**src/rtl/drive_command_parser_mixer_macros.svh**
```systemverilog
// Assertion macros shared by the drive command parser and mixer modules.
// Each macro samples on the rising edge of clock and is disabled in reset.
`ifndef DRIVE_COMMAND_PARSER_MIXER_MACROS_SVH
`define DRIVE_COMMAND_PARSER_MIXER_MACROS_SVH

// Same-cycle implication
`define DCPM_ASSERT_IMPLIES(label, ante, cons, msg) \
   label: assert property (@(posedge clock) disable iff (reset) (ante) |-> (cons)) \
      else $error(msg);

// Next-cycle implication
`define DCPM_ASSERT_NEXT(label, ante, cons, msg) \
   label: assert property (@(posedge clock) disable iff (reset) (ante) |=> (cons)) \
      else $error(msg);

`endif

```
**src/rtl/dcpm_pkg.sv**
```systemverilog
// Package for the drive command parser and mixer: widths, character codes,
// command word type, register indexes and the fraction weight table. No dependencies.
package dcpm_pkg;

   // Frame layout
   localparam int unsigned FIELD_CHARS        = 5;
   localparam int unsigned PAYLOAD_LEN        = 11;
   localparam int unsigned SECOND_FIELD_START = 6;
   localparam int unsigned FIRST_FIELD_END    =
      (FIELD_CHARS < SECOND_FIELD_START) ? FIELD_CHARS : SECOND_FIELD_START;
   localparam int unsigned SECOND_FIELD_END   = SECOND_FIELD_START +
      ((FIELD_CHARS < PAYLOAD_LEN - SECOND_FIELD_START) ?
       FIELD_CHARS : PAYLOAD_LEN - SECOND_FIELD_START);
   localparam int unsigned COUNT_W            = $clog2(PAYLOAD_LEN + 1);

   // Fixed point
   localparam int unsigned FULL_SCALE  = 10000;
   localparam int unsigned VALUE_W     = 15;
   localparam int unsigned ACCUM_W     = 14;
   localparam int unsigned INT_SUM_W   = 18;
   localparam int unsigned GAIN_W      = 4;
   localparam int unsigned PROD_W      = 20;
   localparam int unsigned SUM_W       = 21;
   localparam int unsigned MAG_W       = 19;
   localparam int unsigned RECIP_W     = 16;
   localparam int unsigned RECIP_SHIFT = 19;
   localparam logic [RECIP_W-1:0] RECIP_TEN = 16'd52429;

   // Character codes
   localparam logic [7:0] CHAR_H     = 8'h68;
   localparam logic [7:0] CHAR_V     = 8'h76;
   localparam logic [7:0] CHAR_SPACE = 8'h20;
   localparam logic [7:0] CHAR_TAB   = 8'h09;
   localparam logic [7:0] CHAR_CR    = 8'h0d;
   localparam logic [7:0] CHAR_PLUS  = 8'h2b;
   localparam logic [7:0] CHAR_MINUS = 8'h2d;
   localparam logic [7:0] CHAR_POINT = 8'h2e;
   localparam logic [7:0] CHAR_ZERO  = 8'h30;
   localparam logic [7:0] CHAR_NINE  = 8'h39;

   // Configuration registers
   localparam int unsigned CSR_INDEX_W = 2;
   localparam logic [CSR_INDEX_W-1:0] REG_FORWARD_GAIN = 2'd0;
   localparam logic [CSR_INDEX_W-1:0] REG_REVERSE_GAIN = 2'd1;
   localparam logic [CSR_INDEX_W-1:0] REG_TURN_GAIN    = 2'd2;
   localparam logic [GAIN_W-1:0] FORWARD_GAIN_RESET = 4'd6;
   localparam logic [GAIN_W-1:0] REVERSE_GAIN_RESET = 4'd5;
   localparam logic [GAIN_W-1:0] TURN_GAIN_RESET    = 4'd4;

   // Command queue
   localparam int unsigned CMD_QUEUE_DEPTH = 2;
   localparam int unsigned CMD_PTR_W       = $clog2(CMD_QUEUE_DEPTH);
   localparam int unsigned CMD_COUNT_W     = $clog2(CMD_QUEUE_DEPTH + 1);

   typedef enum logic [1:0] {
      CASE_FORWARD = 2'd0,
      CASE_REVERSE = 2'd1,
      CASE_TURN    = 2'd2
   } drive_case_type;

   // One parsed command, passed from parser to mixer
   typedef struct packed {
      logic                       is_vertical;
      logic signed [VALUE_W-1:0]  first_value;
      logic signed [VALUE_W-1:0]  second_value;
   } cmd_type;

   // Weight of the n-th fraction digit in units of 1/10000
   function automatic logic [9:0] frac_weight(input logic [1:0] idx);
      logic [9:0] w;
      case (idx)
         2'd0:    w = 10'd1000;
         2'd1:    w = 10'd100;
         2'd2:    w = 10'd10;
         default: w = 10'd1;
      endcase
      return w;
   endfunction

endpackage

```
**src/rtl/dcpm_cmd_fifo.sv**
```systemverilog
// Short command queue between parser and mixer, held in flip-flops.
// Depends on dcpm_pkg and the assertion macro header.
`include "drive_command_parser_mixer_macros.svh"

module dcpm_cmd_fifo import dcpm_pkg::*; (
   input  logic    clock,
   input  logic    reset,
   input  logic    push,
   input  cmd_type push_data,
   output logic    full,
   input  logic    pop,
   output cmd_type pop_data,
   output logic    empty
);

   cmd_type                entries_ff [CMD_QUEUE_DEPTH];
   logic [CMD_PTR_W-1:0]   wr_ptr_ff, wr_ptr_in;
   logic [CMD_PTR_W-1:0]   rd_ptr_ff, rd_ptr_in;
   logic [CMD_COUNT_W-1:0] count_ff, count_in;

   assign full     = (count_ff == CMD_COUNT_W'(CMD_QUEUE_DEPTH));
   assign empty    = (count_ff == '0);
   assign pop_data = entries_ff[rd_ptr_ff];

   // Advance pointers with explicit wrap
   always_comb begin
      wr_ptr_in = wr_ptr_ff;
      rd_ptr_in = rd_ptr_ff;
      count_in  = count_ff;
      if (push) begin
         wr_ptr_in = (wr_ptr_ff == CMD_PTR_W'(CMD_QUEUE_DEPTH - 1)) ?
                     '0 : wr_ptr_ff + CMD_PTR_W'(1);
      end
      if (pop) begin
         rd_ptr_in = (rd_ptr_ff == CMD_PTR_W'(CMD_QUEUE_DEPTH - 1)) ?
                     '0 : rd_ptr_ff + CMD_PTR_W'(1);
      end
      if (push && !pop) begin
         count_in = count_ff + CMD_COUNT_W'(1);
      end else if (pop && !push) begin
         count_in = count_ff - CMD_COUNT_W'(1);
      end
   end

   always_ff @(posedge clock) begin
      if (reset) begin
         wr_ptr_ff <= '0;
         rd_ptr_ff <= '0;
         count_ff  <= '0;
      end else begin
         wr_ptr_ff <= wr_ptr_in;
         rd_ptr_ff <= rd_ptr_in;
         count_ff  <= count_in;
      end
   end

   // Write the entry; payload needs no reset
   always_ff @(posedge clock) begin
      if (push) begin
         entries_ff[wr_ptr_ff] <= push_data;
      end
   end

   `DCPM_ASSERT_IMPLIES(a_no_push_full, push, !full, "command pushed into full queue")
   `DCPM_ASSERT_IMPLIES(a_no_pop_empty, pop, !empty, "command popped from empty queue")
   `DCPM_ASSERT_NEXT(a_push_fills, push && !pop, !empty, "queue empty after a lone push")

endmodule

```
**config.mk**
```make
export PLATFORM = sky130hd
export DESIGN_NAME = dcpm_cmd_fifo
export DESIGN_NICKNAME = d
export VERILOG_FILES = /design/src/rtl/dcpm_pkg.sv /design/src/rtl/dcpm_cmd_fifo.sv
export VERILOG_INCLUDE_DIRS = /design/src /design/src/rtl
export SDC_FILE = /design/constraint.sdc
export NUM_CORES = 1
export LEC_CHECK = 0
export BUFFER_PORTS_ARGS = -buffer_cell sky130_fd_sc_hd__buf_4
export CORE_UTILIZATION = 55
export DETAILED_ROUTE_END_ITERATION = 12
export PLACE_DENSITY = 0.82
export SETUP_SLACK_MARGIN = 0.5
export SLEW_MARGIN = 40
export SYNTH_ARGS = -nofsm -noshare
export SYNTH_HDL_FRONTEND = slang
export SYNTH_SLANG_ARGS = --single-unit
export TNS_END_PERCENT = 50
```
**constraint.sdc**
```tcl
create_clock -name clock -period 3.9 [get_ports clock]
set_clock_uncertainty 0.15 [all_clocks]
set_input_delay 0.39 -clock clock [delete_from_list [all_inputs] [get_ports clock]]
set_output_delay 0.39 -clock clock [all_outputs]
set_load 0.02 [all_outputs]
```
==> results.toml <==
[run_status]
status = "finished clean"

[power_and_ir_drop]
pwr_density_cell_nw_per_um2 = 487.9
p_comb_frac = 0.154
switching_share = 0.2390
power.switching_uw = 369.0
fin_total_pwr_mw = 1.544
pwr-share-seq = 0.553
p_leak_nw = 1.215
peakVddDrop_mv = 0.3499
internal_power_mw = 1.175
clkPwrFrac = 0.293

[die]
die-area_um2 = 4695
die_x_um = 68.52
die_y_um = 68.52
rows = 23
pin_count = 68
core_um2 = 4115
initial_core_util = 0.5914

[cts]
h-tree-depth = 3
cts_tree = "done"
numCtsBuffers = 9
cts_resized = 0
path_clk_slew_ps = 70
cts-root-buf = "clkbuf_8"
worst_skew_pair.late_latency_ps = 320
cts_buffer_depth = 2
cts-hold-fix-buffers = 0
post_cts_buffers = 0
cts.sinks = 67

[route]
routedWlPerCell_um = 17.35
drt_iter0_drc = 47
drt_first_pass_iters = 4
num_vias = 1292
postRouteAntennaNets = 0
viasPerCell = 5.168
drc_errors = 0
wl_um = 4338

[critical_path]
crit_chain = "buf_4, mux2_2, buf_4"
startpoint_type = "flip-flop"
crit_path_frequent_cell = "buf_4"
required_ps = 3360
crit_slowest_cell = "dfxtp_1"
cp_slowest_stage_delay_ps = 520
critPathMaxFanout = 24
arrival_ps = 1780
crit_type = "flip-flop to output port"
cp-end-kind = "output port"

[final_layout]
nets = 232
area_growth_syn_to_layout_pct = 30.03
multiInputGateArea_um2 = 460.4
register_area_um2 = 1962
insertedDiodeCount = 0
stdcell_count = 250
layout_commonest_cell = "buf_4"
fillCellCount = 237
postLayoutCellArea_um2 = 3164
finish.utilization = 0.7689
drive_above_1_share = 0.5750
layout_common_cells = "70 x buf_4, 62 x edfxtp_1, 31 x mux2_2, 9 x clkbuf_8"

[timing]
worst-slew-pin-transition_ps = 804.3
setup_slack_ps = 1581
setup-violations-final = 0
max_freq_mhz = 431.3
rsz0062_at_grt = "false"
period_needed_ps = 2319
hold_slack_ps = 93.04
tns_ps = 0
period_share = 0.5946
relSlewSlack = 0.4638
maxSlewViolCount = 0
hold_violations = 0

[place]
io_buffers = 67
gp_congestion = 0.6493
dpl-instance-area_um2 = 3009
dp_hpwl_um = 3028
placedCellCount = 235
pre_cts_ws_ps = 1863

[yosys]
synthDominantCellAreaShare = 0.7650
syn_nets = 154
synth.distinct_cells = 15
ys_ff_latch = 67
synth_area_leaders = "edfxtp_1 77%, mux2_2 14%, dfxtp_1 4.1%"
syn_inst = 118
synth_top_area_cell = "edfxtp_1"
syn_area_um2 = 2434
syn_avg_cell_area_um2 = 20.62
async_flop_share = 0
yosys_most_used_dff = "edfxtp_1"
synth_edf_count = 62
yosysWarnings = 0
ys_seq_area_frac = 0.8062

[worst_hold_path]
hold_path_class = "input port to flip-flop"

[global_route]
grt_usage = 0.1993
grt_max_degree = 25
grtUsageMet3 = 0.07237
grt.busiest_layer = "met2"
grt_first_pass_wirelength_um = 6120
grt_pass1_vias = 1327
met2_usage = 0.3284
antenna_found_initial = 0
met1_usage = 0.2166
overflow = 0

[job]
cap_violations = 0
[cell families (layout without fill, tap and decap cells)]
kind of cell / count (synthesis) / in the layout / share of synthesized area
xor+xnor: 4 / 4 / 0.01440
buf+inv: 4 / 86 / 0.007709
mux: 31 / 31 / 0.1434
compound gates: 2 / 2 / 0.004109
flops: 67 / 67 / 0.8062
fa+ha+maj: 1 / 1 / 0.005141
simple gates: 9 / 9 / 0.01903
[worst paths after layout]
path                               startpoint           endpoint  slack (ps)  cells after the start
worst max-delay path                flip-flop       pop_data[14]        1580                      3
worst min-delay path            push_data[26]  entries_ff[1][26]          90                      1
worst max register to register      wr_ptr_ff  entries_ff[1][12]        1960                      2
worst min register to register    count_ff[1]        count_ff[1]         380                      2
[sequential cells by signal, summed over array words and instances, names as in the netlist, named ones only]
signal	count
count_ff	2
entries_ff	62
rd_ptr_ff	1
wr_ptr_ff	1
[worst max-delay path, delay by kind of cell, from the launching register on]
family	cells	cell delay, ps
buf+inv	2	540
flops	1	520
mux	1	390
[per-layer routing]
metal / vias up / wire length, um
met5: - / 0
met4: 0 / 80
met3: 9 / 261
met2: 47 / 2324
met1: 629 / 1670
li1: 607 / -
[power groups by stage]
stage               combinational, mW  sequential [mW]  clock, mW
floorplan                       0.134            0.862          0
global placement                0.233            0.864          0
detailed placement              0.239            0.869          0
CTS                             0.241            0.854      0.460
global route                    0.254            0.857      0.489
finish                          0.238            0.854      0.452
[Yosys cell counts (all sizes together), types with 2 or more instances]
cell,n
xnor2,2
edfxtp,62
xor2,2
buf,3
mux2,31
dfxtp,5
nor2,5
[final cells by class]
class / instances / share of cell area
flip-flops and latches: 67 / 0.6200
repair buffers: 70 / 0.1661
multi-input cells: 47 / 0.1455
clock buffers: 11 / 0.04152
well taps: 50 / 0.01977
clock inverters: 4 / 0.005931
inverters: 1 / 0.001186
(Power assumes the default switching activity.)
