===== config.mk =====
export PLATFORM = sky130hd
export DESIGN_NAME = dcpm_parser_flat
export DESIGN_NICKNAME = d
export VERILOG_FILES = /design/src/rtl/drive_command_parser_mixer_macros.svh /design/src/rtl/dcpm_pkg.sv /design/src/rtl/dcpm_if.sv /design/src/rtl/dcpm_parser.sv /design/src/flat_wrapper.sv
export SDC_FILE = /design/constraint.sdc
export NUM_CORES = 1
export LEC_CHECK = 0
export BUFFER_PORTS_ARGS = -buffer_cell sky130_fd_sc_hd__buf_2
export CAP_MARGIN = 20
export CORE_AREA = 2 2 133 135
export CTS_CLUSTER_DIAMETER = 80
export DETAILED_ROUTE_END_ITERATION = 8
export DIE_AREA = 0 0 135 137
export GPL_TIMING_DRIVEN = 0
export PLACE_DENSITY = 0.63
export SYNTH_ARGS = -nofsm -noshare
export SYNTH_HDL_FRONTEND = slang
export SYNTH_SLANG_ARGS = --single-unit

===== constraint.sdc =====
create_clock -name clock -period 8.4 [get_ports clock]
set_input_delay 1.26 -clock clock [delete_from_list [all_inputs] [get_ports clock]]
set_output_delay 1.26 -clock clock [all_outputs]
set_load 0.005 [all_outputs]

===== src/rtl/drive_command_parser_mixer_macros.svh =====
// Assertion macros shared by the drive command parser and mixer modules.
// Each macro samples on the rising edge of clock and is disabled in reset.
`ifndef DRIVE_COMMAND_PARSER_MIXER_MACROS_SVH
`define DRIVE_COMMAND_PARSER_MIXER_MACROS_SVH

// Same-cycle implication
`define DCPM_ASSERT_IMPLIES(label, ante, cons, msg) \
   label: assert property (@(posedge clock) disable iff (reset) (ante) |-> (cons)) \
      else $error(msg);

// Next-cycle implication
`define DCPM_ASSERT_NEXT(label, ante, cons, msg) \
   label: assert property (@(posedge clock) disable iff (reset) (ante) |=> (cons)) \
      else $error(msg);

`endif


===== src/rtl/dcpm_pkg.sv =====
// Package for the drive command parser and mixer: widths, character codes,
// command word type, register indexes and the fraction weight table. No dependencies.
package dcpm_pkg;

   // Frame layout
   localparam int unsigned FIELD_CHARS        = 5;
   localparam int unsigned PAYLOAD_LEN        = 11;
   localparam int unsigned SECOND_FIELD_START = 6;
   localparam int unsigned FIRST_FIELD_END    =
      (FIELD_CHARS < SECOND_FIELD_START) ? FIELD_CHARS : SECOND_FIELD_START;
   localparam int unsigned SECOND_FIELD_END   = SECOND_FIELD_START +
      ((FIELD_CHARS < PAYLOAD_LEN - SECOND_FIELD_START) ?
       FIELD_CHARS : PAYLOAD_LEN - SECOND_FIELD_START);
   localparam int unsigned COUNT_W            = $clog2(PAYLOAD_LEN + 1);

   // Fixed point
   localparam int unsigned FULL_SCALE  = 10000;
   localparam int unsigned VALUE_W     = 15;
   localparam int unsigned ACCUM_W     = 14;
   localparam int unsigned INT_SUM_W   = 18;
   localparam int unsigned GAIN_W      = 4;
   localparam int unsigned PROD_W      = 20;
   localparam int unsigned SUM_W       = 21;
   localparam int unsigned MAG_W       = 19;
   localparam int unsigned RECIP_W     = 16;
   localparam int unsigned RECIP_SHIFT = 19;
   localparam logic [RECIP_W-1:0] RECIP_TEN = 16'd52429;

   // Character codes
   localparam logic [7:0] CHAR_H     = 8'h68;
   localparam logic [7:0] CHAR_V     = 8'h76;
   localparam logic [7:0] CHAR_SPACE = 8'h20;
   localparam logic [7:0] CHAR_TAB   = 8'h09;
   localparam logic [7:0] CHAR_CR    = 8'h0d;
   localparam logic [7:0] CHAR_PLUS  = 8'h2b;
   localparam logic [7:0] CHAR_MINUS = 8'h2d;
   localparam logic [7:0] CHAR_POINT = 8'h2e;
   localparam logic [7:0] CHAR_ZERO  = 8'h30;
   localparam logic [7:0] CHAR_NINE  = 8'h39;

   // Configuration registers
   localparam int unsigned CSR_INDEX_W = 2;
   localparam logic [CSR_INDEX_W-1:0] REG_FORWARD_GAIN = 2'd0;
   localparam logic [CSR_INDEX_W-1:0] REG_REVERSE_GAIN = 2'd1;
   localparam logic [CSR_INDEX_W-1:0] REG_TURN_GAIN    = 2'd2;
   localparam logic [GAIN_W-1:0] FORWARD_GAIN_RESET = 4'd6;
   localparam logic [GAIN_W-1:0] REVERSE_GAIN_RESET = 4'd5;
   localparam logic [GAIN_W-1:0] TURN_GAIN_RESET    = 4'd4;

   // Command queue
   localparam int unsigned CMD_QUEUE_DEPTH = 2;
   localparam int unsigned CMD_PTR_W       = $clog2(CMD_QUEUE_DEPTH);
   localparam int unsigned CMD_COUNT_W     = $clog2(CMD_QUEUE_DEPTH + 1);

   typedef enum logic [1:0] {
      CASE_FORWARD = 2'd0,
      CASE_REVERSE = 2'd1,
      CASE_TURN    = 2'd2
   } drive_case_type;

   // One parsed command, passed from parser to mixer
   typedef struct packed {
      logic                       is_vertical;
      logic signed [VALUE_W-1:0]  first_value;
      logic signed [VALUE_W-1:0]  second_value;
   } cmd_type;

   // Weight of the n-th fraction digit in units of 1/10000
   function automatic logic [9:0] frac_weight(input logic [1:0] idx);
      logic [9:0] w;
      case (idx)
         2'd0:    w = 10'd1000;
         2'd1:    w = 10'd100;
         2'd2:    w = 10'd10;
         default: w = 10'd1;
      endcase
      return w;
   endfunction

endpackage


===== src/rtl/dcpm_if.sv =====
// Channel interfaces of the drive command parser and mixer: byte input,
// drive result and register write port. Depends on dcpm_pkg.
interface dcpm_req_if;
   logic       valid;
   logic       ready;
   logic [7:0] rx_byte;
   modport source (output valid, output rx_byte, input ready);
   modport sink   (input valid, input rx_byte, output ready);
endinterface



===== src/rtl/dcpm_parser.sv =====
// Front end: frames header and payload bytes and parses the two decimal
// fields into fixed point. Depends on dcpm_pkg and dcpm_if.
module dcpm_parser import dcpm_pkg::*; (
   input  logic      clock,
   input  logic      reset,
   dcpm_req_if.sink  req,
   output cmd_type   cmd_data,
   output logic      cmd_push,
   input  logic      cmd_full
);

   typedef enum logic [1:0] {
      PH_LEADING,
      PH_INTEGER,
      PH_FRACTION,
      PH_STOPPED
   } phase_type;

   logic [COUNT_W-1:0]        count_ff, count_in;
   logic                      vertical_ff, vertical_in;
   phase_type                 phase_ff, phase_in;
   logic                      negative_ff, negative_in;
   logic [2:0]                frac_digits_ff, frac_digits_in;
   logic [ACCUM_W-1:0]        accum_ff, accum_in;
   logic signed [VALUE_W-1:0] first_value_ff, first_value_in;

   logic                      accept, last, split, feed;
   logic [COUNT_W-1:0]        pos;
   logic [7:0]                c;
   logic                      is_digit, is_space, is_sign;
   logic [3:0]                digit;
   phase_type                 phase_b, phase_f, phase_eff;
   logic                      neg_b, neg_f;
   logic [2:0]                fd_b, fd_f;
   logic [ACCUM_W-1:0]        acc_b, acc_f;
   logic [INT_SUM_W-1:0]      int_sum;
   logic [VALUE_W-1:0]        frac_sum;
   logic signed [VALUE_W-1:0] value_now, value_fed;

   // Classify the byte and the payload position
   assign c        = req.rx_byte;
   assign is_digit = (c >= CHAR_ZERO) && (c <= CHAR_NINE);
   assign is_space = (c == CHAR_SPACE) || ((c >= CHAR_TAB) && (c <= CHAR_CR));
   assign is_sign  = (c == CHAR_PLUS) || (c == CHAR_MINUS);
   assign digit    = 4'(c - CHAR_ZERO);
   assign pos      = count_ff - COUNT_W'(1);
   assign last     = (count_ff == COUNT_W'(PAYLOAD_LEN));
   assign split    = (pos == COUNT_W'(SECOND_FIELD_START));
   assign feed     = (pos < COUNT_W'(FIRST_FIELD_END)) ||
                     ((pos >= COUNT_W'(SECOND_FIELD_START)) &&
                      (pos < COUNT_W'(SECOND_FIELD_END)));

   // Stall only when a finished command cannot enter the queue
   assign req.ready = !(last && cmd_full);
   assign accept    = req.valid && req.ready;

   // Start the second field from a clean state
   assign phase_b = split ? PH_LEADING : phase_ff;
   assign neg_b   = split ? 1'b0 : negative_ff;
   assign fd_b    = split ? 3'd0 : frac_digits_ff;
   assign acc_b   = split ? '0 : accum_ff;

   assign int_sum  = ({{(INT_SUM_W-ACCUM_W){1'b0}}, acc_b} << 3) +
                     ({{(INT_SUM_W-ACCUM_W){1'b0}}, acc_b} << 1) +
                     ({{(INT_SUM_W-4){1'b0}}, digit} * INT_SUM_W'(FULL_SCALE));
   assign frac_sum = {{(VALUE_W-ACCUM_W){1'b0}}, acc_b} +
                     ({{(VALUE_W-4){1'b0}}, digit} *
                      {{(VALUE_W-10){1'b0}}, frac_weight(fd_b[1:0])});

   // Feed one byte through the field scanner
   always_comb begin
      phase_f   = phase_b;
      neg_f     = neg_b;
      fd_f      = fd_b;
      acc_f     = acc_b;
      phase_eff = phase_b;
      if (feed) begin
         if (phase_b == PH_LEADING) begin
            if (is_space) begin
               phase_eff = PH_LEADING;
            end else if (is_sign) begin
               neg_f     = (c == CHAR_MINUS);
               phase_f   = PH_INTEGER;
               phase_eff = PH_LEADING;
            end else begin
               phase_f   = PH_INTEGER;
               phase_eff = PH_INTEGER;
            end
         end
         case (phase_eff)
            PH_INTEGER: begin
               if (is_digit) begin
                  acc_f = (int_sum > INT_SUM_W'(FULL_SCALE)) ?
                          ACCUM_W'(FULL_SCALE) : int_sum[ACCUM_W-1:0];
               end else if (c == CHAR_POINT) begin
                  phase_f = PH_FRACTION;
               end else begin
                  phase_f = PH_STOPPED;
               end
            end
            PH_FRACTION: begin
               if (is_digit) begin
                  if (fd_b < 3'd4) begin
                     acc_f = (frac_sum > VALUE_W'(FULL_SCALE)) ?
                             ACCUM_W'(FULL_SCALE) : frac_sum[ACCUM_W-1:0];
                     fd_f  = fd_b + 3'd1;
                  end
               end else begin
                  phase_f = PH_STOPPED;
               end
            end
            default: begin
            end
         endcase
      end
   end

   assign value_now = negative_ff ? -$signed({1'b0, accum_ff}) : $signed({1'b0, accum_ff});
   assign value_fed = neg_f ? -$signed({1'b0, acc_f}) : $signed({1'b0, acc_f});

   // Advance the frame counter and field state
   always_comb begin
      count_in       = count_ff;
      vertical_in    = vertical_ff;
      phase_in       = phase_ff;
      negative_in    = negative_ff;
      frac_digits_in = frac_digits_ff;
      accum_in       = accum_ff;
      first_value_in = first_value_ff;
      if (accept) begin
         if (count_ff == '0) begin
            if ((c == CHAR_H) || (c == CHAR_V)) begin
               vertical_in    = (c == CHAR_V);
               count_in       = COUNT_W'(1);
               phase_in       = PH_LEADING;
               negative_in    = 1'b0;
               frac_digits_in = 3'd0;
               accum_in       = '0;
            end
         end else begin
            if (split) begin
               first_value_in = value_now;
            end
            if (last) begin
               count_in       = '0;
               phase_in       = PH_LEADING;
               negative_in    = 1'b0;
               frac_digits_in = 3'd0;
               accum_in       = '0;
            end else begin
               count_in       = count_ff + COUNT_W'(1);
               phase_in       = phase_f;
               negative_in    = neg_f;
               frac_digits_in = fd_f;
               accum_in       = acc_f;
            end
         end
      end
   end

   // Hand the finished command to the queue
   assign cmd_push              = accept && last;
   assign cmd_data.is_vertical  = vertical_ff;
   assign cmd_data.first_value  = first_value_ff;
   assign cmd_data.second_value = value_fed;

   always_ff @(posedge clock) begin
      if (reset) begin
         count_ff       <= '0;
         vertical_ff    <= 1'b0;
         phase_ff       <= PH_LEADING;
         negative_ff    <= 1'b0;
         frac_digits_ff <= 3'd0;
         accum_ff       <= '0;
         first_value_ff <= '0;
      end else begin
         count_ff       <= count_in;
         vertical_ff    <= vertical_in;
         phase_ff       <= phase_in;
         negative_ff    <= negative_in;
         frac_digits_ff <= frac_digits_in;
         accum_ff       <= accum_in;
         first_value_ff <= first_value_in;
      end
   end

endmodule


===== src/flat_wrapper.sv =====
// flat-port wrapper written by rule: the top's interface ports become plain ports
module dcpm_parser_flat import dcpm_pkg::*;
  (clock, reset, cmd_data, cmd_push, cmd_full, req_valid, req_rx_byte, req_ready);
  dcpm_req_if req_i ();
  input  logic clock;
  input  logic reset;
  output cmd_type cmd_data;
  output logic cmd_push;
  input  logic cmd_full;
  input wire logic [$bits(req_i.valid)-1:0] req_valid;
  input wire logic [$bits(req_i.rx_byte)-1:0] req_rx_byte;
  output wire logic [$bits(req_i.ready)-1:0] req_ready;
  assign req_i.valid = req_valid;
  assign req_i.rx_byte = req_rx_byte;
  assign req_ready = req_i.ready;
  dcpm_parser u_core (.clock(clock), .reset(reset), .req(req_i), .cmd_data(cmd_data), .cmd_push(cmd_push), .cmd_full(cmd_full));
endmodule

==> results of run 1 <==
-- cells in the final DEF (no fill, tap or decap), drive strengths merged, types with 4 or more instances in the layout --
| cell | Yosys | routed |
|---|---|---|
| xnor2 | 22 | 22 |
| buf | 5 | 78 |
| o21a | 6 | 6 |
| or3 | 6 | 6 |
| dfxtp | 40 | 40 |
| a211oi | 20 | 20 |
| a22oi | 18 | 18 |
| o31ai | 5 | 5 |
| and2 | 19 | 20 |
| nand2b | 7 | 7 |
| clkbuf | 19 | 20 |
| nor3 | 15 | 15 |
| nand4b | 4 | 4 |
| o2111ai | 5 | 5 |
| a41oi | 6 | 6 |
| and4 | 4 | 4 |
| fa | 39 | 39 |
| ha | 76 | 76 |
| a21oi | 48 | 48 |
| o21ai | 35 | 35 |
| nor2 | 82 | 82 |
| nand2 | 83 | 83 |
| o211ai | 9 | 9 |
| mux2i | 6 | 6 |
| nor2b | 11 | 11 |
| inv | 105 | 105 |
| a31oi | 12 | 12 |
| a21o | 14 | 14 |
| and3 | 9 | 9 |
| nand4 | 10 | 10 |
| xor2 | 22 | 22 |
| nand3 | 20 | 20 |
| a2111oi | 4 | 4 |
| a211o | 7 | 7 |
-- stage by stage --
| step | instance area [um2] | setup TNS, ns | hold WS, ns |
|---|---|---|---|
| after global placement | 7080 | -17.92 | 0.467 |
| final | 7960 | 0 | 0.480 |
| after CTS | 7530 | 0 | 0.481 |
| after global routing | 7960 | -0.109 | 0.500 |
| after detailed placement | 7080 | -17.69 | 0.473 |
| after floorplan | 6590 | 0 | 0.450 |
-- cells in the mapped netlist, drive strengths merged, types with 5 or more instances --
| cell | count |
|---|---|
| clkbuf | 19 |
| a211oi | 20 |
| a21o | 14 |
| o21ai | 35 |
| a211o | 7 |
| nor2 | 82 |
| nor3 | 15 |
| or3 | 6 |
| dfxtp | 40 |
| o21a | 6 |
| xor2 | 22 |
| nand2 | 83 |
| nor2b | 11 |
| fa | 39 |
| and2 | 19 |
| buf | 5 |
| o211ai | 9 |
| a31oi | 12 |
| xnor2 | 22 |
| o31ai | 5 |
| a41oi | 6 |
| nand2b | 7 |
| a21oi | 48 |
| and3 | 9 |
| nand3 | 20 |
| inv | 105 |
| a22oi | 18 |
| mux2i | 6 |
| ha | 76 |
| nand4 | 10 |
| o2111ai | 5 |
-- flip-flops by register name (all words and copies together) (netlist names) --
name / flops
u_core.first_value_ff: 15
u_core.accum_ff: 14
u_core.count_ff: 4
u_core.frac_digits_ff: 3
u_core.phase_ff: 2
u_core.negative_ff: 1
u_core.vertical_ff: 1
-- layer usage --
metal | vias up | routed length (um)
li1 | 3185 | -
met1 | 3136 | 9150
met2 | 151 | 9660
met3 | 28 | 691
met4 | 0 | 404
met5 | - | 0
-- cell type report --
type / instances / area (um2)
sequential: 40 / 808
clock inverter: 3 / 42.5
multi-input combinational: 683 / 5750
inverter: 105 / 399
fill: 1733 / 9100
timing repair buffer: 74 / 457
tap: 225 / 282
clock buffer: 5 / 125
buffer: 19 / 88.8
-- worst paths after layout --
check | to | slack [ns]
max reg2reg | u_core.accum_ff[6] | 2.31
min | u_core.first_value_ff[14] | 0.48
max | cmd_data[12] | 0.24
min reg2reg | u_core.first_value_ff[14] | 0.48
-- cells by family (layout without fill, tap and decap cells) --
group | after synthesis | in the layout
mux | 7 | 7
simple gates | 286 | 287
compound gates | 230 | 230
fa+ha+maj | 115 | 115
flops | 40 | 40
xor+xnor | 44 | 44
buf+inv | 129 | 206
-- power breakdown --
part           total [mW]  internal (mW)  switching, mW
Sequential          0.189          0.189      0.0000749
Combinational       0.436          0.184          0.252
Clock               0.218          0.140         0.0780
-- worst max-delay path: stages, from the launching register on --
cell     delay, ns
dfxtp_4       0.38
inv_2         0.07
ha_4          0.18
or4bb_4       0.53
and2_4        0.22
nand2_8       0.11
ha_2          0.23
nand2_2       0.10
fa_1          0.55
inv_1         0.05
fa_1          0.50
inv_1         0.06
fa_1          0.54
inv_1         0.07
ha_4          0.28
a21o_1        0.22
a31o_2        0.28
a21oi_4       0.17
xor2_4        0.23
nor3_2        0.09
buf_4         0.14
a211o_1       0.29
a31o_2        0.32
nor4_4        0.44
a41oi_2       0.18
xnor2_1       0.24
buf_2         0.15
-- what timing repair did --
| item | 4_1_cts | 5_1_grt |
|---|---|---|
| setup endpoints to repair | 15 | 10 |
| gates resized for setup | 54 | 57 |
| pin swaps | 13 | 27 |
| cloned | 0 | 1 |
| hold endpoints to repair | 0 | 0 |
| buffers inserted | 10 | 24 |
==> impl_metrics.env, run 1 <==
export IMPL_synth_yosys_seq_area_share_pct=12.2
export IMPL_overflow=0
export IMPL_cp_start_kind="register"
export IMPL_grt_busiest_layer="met2"
export IMPL_drc_errors=0
export IMPL_ant_nets=0
export IMPL_fin_crit_sh_pct=97.1
export IMPL_syn_num_nets=978
export IMPL_peakVddDrop_uv=167
export IMPL_fin_util_pct=46.6
export IMPL_io_pins=45
export IMPL_maxSlewViolCount=0
export IMPL_hold_path_depth=2
export IMPL_rr_worst_depth=25
export IMPL_grt_use_met3_pct=1.63
export IMPL_clkLatencyLatePin_ns=0.29
export IMPL_yosys_area_share_simple_pct=21.9
export IMPL_critical_path_peak_fanout=7
export IMPL_antenna_found_initial=0
export IMPL_dp_cells=1119
export IMPL_timing_fmax_mhz=123
export IMPL_dp_slack_ns=-1.59
export IMPL_port_buffers=43
export IMPL_die_h_um=137
export IMPL_leakagePower_nw=3.67
export IMPL_worstSetupEndpointType="output pin"
export IMPL_power_density_nw_per_um2=106
export IMPL_avgSynthCellArea_um2=7.73
export IMPL_clk_path_buf_depth=2
export IMPL_cts_tree="yes"
export IMPL_num_rows=48
export IMPL_status="finished, final reports clean"
export IMPL_grt_start_max_net_pins=20
export IMPL_stdcell_count=1154
export IMPL_grt_pass1_vias=6115
export IMPL_worst_pin_slew_ns=0.902
export IMPL_arrival_ns=6.90
export IMPL_vias=6500
export IMPL_ys_ff_latch=40
export IMPL_final_hold_viol_count=0
export IMPL_fp_dieW_um=135
export IMPL_crit_required_ns=7.14
export IMPL_synth_area_leaders="ha_1, dfxtp_1, fa_1"
export IMPL_power_total_uw=843
export IMPL_h_tree_depth=2
export IMPL_gp_congestion=0.950
export IMPL_synth_cell_types=86
export IMPL_diodes=0
export IMPL_drt_iter0_drc=510
export IMPL_grt_util_all_layers_pct=21.2
export IMPL_hold_path_class="reg -> reg"
export IMPL_synth_area_leader_cell="ha_1"
export IMPL_initial_core_util_pct=38.6
export IMPL_drtPass1Iterations=5
export IMPL_setup_violations=0
export IMPL_met2_usage_pct=36.8
export IMPL_min_from="u_core.first_value_ff[14]"
export IMPL_cts_num_sinks=40
export IMPL_finClkSkew_ns=0.00836
export IMPL_die_area_um2=18500
export IMPL_grt_use_met1_pct=28.3
export IMPL_slew_headroom_pct=39.5
export IMPL_root_buffer="clkbuf_16"
export IMPL_syn_area_um2=6580
export IMPL_final_setup_worst_slack_ns=0.242
export IMPL_syn_inst=851
export IMPL_synth_edf_count=0
export IMPL_synth_compound_area_share_pct=25.1
export IMPL_drive_above_1_share_pct=20.5
export IMPL_wl_per_cell_um=17.2
export IMPL_synth_top_family_by_area="adder cells"
export IMPL_yosys_warnings=0
export IMPL_synth_ff_type="dfxtp_1"
export IMPL_clkTransAtPathRegs_ns=0.05
export IMPL_cts_buffers=5
export IMPL_grt_pass1_wl_um=31300
export IMPL_via_per_inst=5.63
export IMPL_wirelength_um=19900
export IMPL_max_cap_violations=0
export IMPL_period_minus_slack_ns=8.16
export IMPL_cts_hold_fix_buffers=0
export IMPL_critPathLaunch="u_core.count_ff[1]"
export IMPL_synth_xor_area_share_pct=5.86
export IMPL_hpwl_um=15600
export IMPL_muxShareOfSynthArea_pct=1.08
export IMPL_async_reset_ff_share_pct=0
export IMPL_nets=1055
export IMPL_timing_rr_start="u_core.count_ff[1]"
export IMPL_synth_fa_ha_area_share_pct=26.3
export IMPL_core_area_um2=17100
export IMPL_syn2layout_area_growth_pct=20.9
export IMPL_yosysTopAreaCellShare_pct=14.5
export IMPL_crit_type="reg -> out"
No activity file was read; power rests on OpenSTA's default activity.
==> inputs of run 2 (changes only) <==
--- a/config.mk
+++ b/config.mk
@@ -5,12 +5,13 @@
 export SDC_FILE = /design/constraint.sdc
 export NUM_CORES = 1
 export LEC_CHECK = 0
+export ABC_AREA = 1
 export BUFFER_PORTS_ARGS = -buffer_cell sky130_fd_sc_hd__buf_2
 export CAP_MARGIN = 20
-export CORE_AREA = 2 2 133 135
-export CTS_CLUSTER_DIAMETER = 80
+export CORE_AREA = 2 2 135 137
+export CTS_CLUSTER_DIAMETER = 60
 export DETAILED_ROUTE_END_ITERATION = 8
-export DIE_AREA = 0 0 135 137
+export DIE_AREA = 0 0 137 139
 export GPL_TIMING_DRIVEN = 0
 export PLACE_DENSITY = 0.63
 export SYNTH_ARGS = -nofsm -noshare
==> run 2 against run 1 <==
- setup slack gained 0.27 ns
- register-to-register slack gained 0.10 ns
- flip-flop and latch count is the same
- maximum frequency grew 3.4%
- largest cell class unchanged
==> impl_metrics.env, run 2 <==
export IMPL_status="finished, final reports clean"
export IMPL_nets=1258
export IMPL_final_hold_viol_count=0
export IMPL_worstSetupEndpointType="output pin"
export IMPL_largest_register="u_core.first_value_ff"
export IMPL_fp_dieW_um=137
export IMPL_worst_pin_slew_ns=0.867
export IMPL_power_density_nw_per_um2=109
export IMPL_max_stage_delay_ns=0.54
export IMPL_root_buffer="clkbuf_16"
export IMPL_cts_tree="yes"
export IMPL_die_area_um2=19000
export IMPL_synth_yosys_seq_area_share_pct=11.8
export IMPL_grt_pass1_vias=6240
export IMPL_grt_pass1_wl_um=31100
export IMPL_yosys_warnings=0
export IMPL_cts_hold_fix_buffers=0
export IMPL_crit_required_ns=7.14
export IMPL_wl_per_cell_um=14.0
export IMPL_drc_errors=0
export IMPL_vias=6780
export IMPL_timing_fmax_mhz=127
export IMPL_final_common_cell="nand2_1"
export IMPL_critical_path_peak_fanout=19
export IMPL_io_pins=45
export IMPL_final_cell_mix="nand2_1, inv_1, nand3_1, ha_1, nor2_1"
export IMPL_syn2layout_area_growth_pct=10.9
export IMPL_gp_congestion=0.972
export IMPL_core_area_um2=17700
export IMPL_syn_inst=1079
export IMPL_hold_path_class="reg -> reg"
export IMPL_period_minus_slack_ns=7.89
export IMPL_via_per_inst=4.98
export IMPL_num_rows=49
export IMPL_reg_top3="u_core.first_value_ff: 15 flops, u_core.accum_ff: 14 flops, u_core.count_ff: 4 flops"
export IMPL_port_buffers=44
export IMPL_yosysMostFrequentCell="nand2_1"
export IMPL_synth_area_leader_cell="nand2_1"
export IMPL_peakVddDrop_uv=95.7
export IMPL_netlist_top_cells_count="nand2_1, inv_1, ha_1"
export IMPL_crit_buf_inv=9
export IMPL_slowest_stage="fa_1"
export IMPL_ys_ff_latch=40
export IMPL_stdcell_area_um2=7510
export IMPL_syn_area_um2=6780
export IMPL_finClkSkew_ns=0.00463
export IMPL_grt_start_max_net_pins=13
export IMPL_ant_nets=0
export IMPL_diodes=0
export IMPL_cp_top_family="adder cells"
export IMPL_avgSynthCellArea_um2=6.28
export IMPL_largest_reg_flops=15
export IMPL_wirelength_um=19000
export IMPL_cts_buffers=5
export IMPL_cts_num_sinks=40
export IMPL_async_reset_ff_share_pct=0
export IMPL_nFillCells=1909
export IMPL_synth_edf_count=0
export IMPL_maxSlewViolCount=0
export IMPL_yosysTopAreaCellShare_pct=16.9
export IMPL_drt_iter0_drc=472
export IMPL_timing_setup_tns_ns=0
export IMPL_clk_path_buf_depth=2
export IMPL_fin_crit_sh_pct=93.9
export IMPL_arrival_ns=6.63
export IMPL_initial_core_util_pct=38.4
export IMPL_grt_util_all_layers_pct=20.3
export IMPL_drive_above_1_share_pct=10.2
export IMPL_die_h_um=139
export IMPL_slew_headroom_pct=41.7
export IMPL_hpwl_um=15800
export IMPL_overflow=0
export IMPL_leakagePower_nw=4.34
export IMPL_clkLatencyLatePin_ns=0.29
export IMPL_rsz0062_at_grt="no"
export IMPL_cp_start_kind="register"
export IMPL_synth_cell_types=48
export IMPL_drtPass1Iterations=5
export IMPL_antenna_found_initial=0
export IMPL_clkTransAtPathRegs_ns=0.06
export IMPL_setup_violations=0
export IMPL_placedInstanceArea_um2=7280
export IMPL_synth_ff_type="dfxtp_1"
export IMPL_crit_top_cell="nand2_1"
export IMPL_syn_num_nets=1206
export IMPL_synth_area_leaders="nand2_1, ha_1, dfxtp_1"
export IMPL_max_cap_violations=0
export IMPL_crit_type="reg -> out"
export IMPL_h_tree_depth=2
## run 2: layout make-up
class	instances	area, um2	share of cell area (%)
flip-flops and latches	40	801	10.7
well taps	229	287	3.81
plain buffers	18	100	1.33
clock buffers	6	139	1.85
repair buffers	46	235	3.13
multi-input cells	802	5120	68.2
clock inverters	2	10.0	0.133
inverters	218	821	10.9
## run 2: cell families after synthesis
kind of cell,after synthesis,share of synthesized area (%)
AO/OA/AOI/OAI,143,11.9
buffers and inverters,237,13.4
flip-flops,40,11.8
XOR/XNOR,29,3.86
AND/OR/NAND/NOR,515,33.4
adder cells (fa/ha/maj),115,25.6
## run 2: worst min-delay path, stage by stage (launching register included)
cell and delay [ns]:
dfxtp_1 0.31, o21ai_0 0.07, a21oi_1 0.06
## run 2: path summary, 6_finish.rpt
path,slack [ns],endpoint,cells past startpoint,from
setup reg to reg,2.41,u_core.accum_ff[9],33,u_core.count_ff[0]
hold / removal,0.48,u_core.vertical_ff,2,u_core.vertical_ff
hold reg to reg,0.48,u_core.vertical_ff,2,u_core.vertical_ff
setup / recovery,0.51,cmd_data[13],36,u_core.count_ff[0]
## run 2: per-layer routing
layer	global-route usage, %	vias to the layer above	wire length, um
met2	32.6	167	8470
met4	6.24	0	573
met5	0	-	0
met3	1.43	35	971
met1	28.9	3089	8980
li1	-	3489	-
## run 2: stage by stage
step                      hold slack [ns]  std cells  util, %  setup slack, ns  power (mW)
final                               0.482       1361     42.5            0.514       0.819
after global routing                0.494       1361     42.5           0.0200       0.897
after CTS                           0.473       1360     42.2          0.00748       0.816
after detailed placement            0.460       1352     41.2            0.178       0.622
after global placement              0.450       1352     41.2            0.161       0.622
after floorplan                     0.435       1079        -             1.38       0.521
## run 2: repair_timing
item | 4_1_cts | 5_1_grt
pin swaps | 0 | 1
endpoints found under the setup margin | 10 | 14
gates resized for setup | 6 | 13
hold endpoints to repair | 0 | 0
setup buffers | 0 | 2
cloned | 0 | 0
## run 2: power breakdown
part           internal (mW)  total [mW]  switching (mW)
clock                  0.117       0.192          0.0753
sequential             0.192       0.195         0.00263
combinational          0.142       0.432           0.290
total                  0.451       0.819           0.368
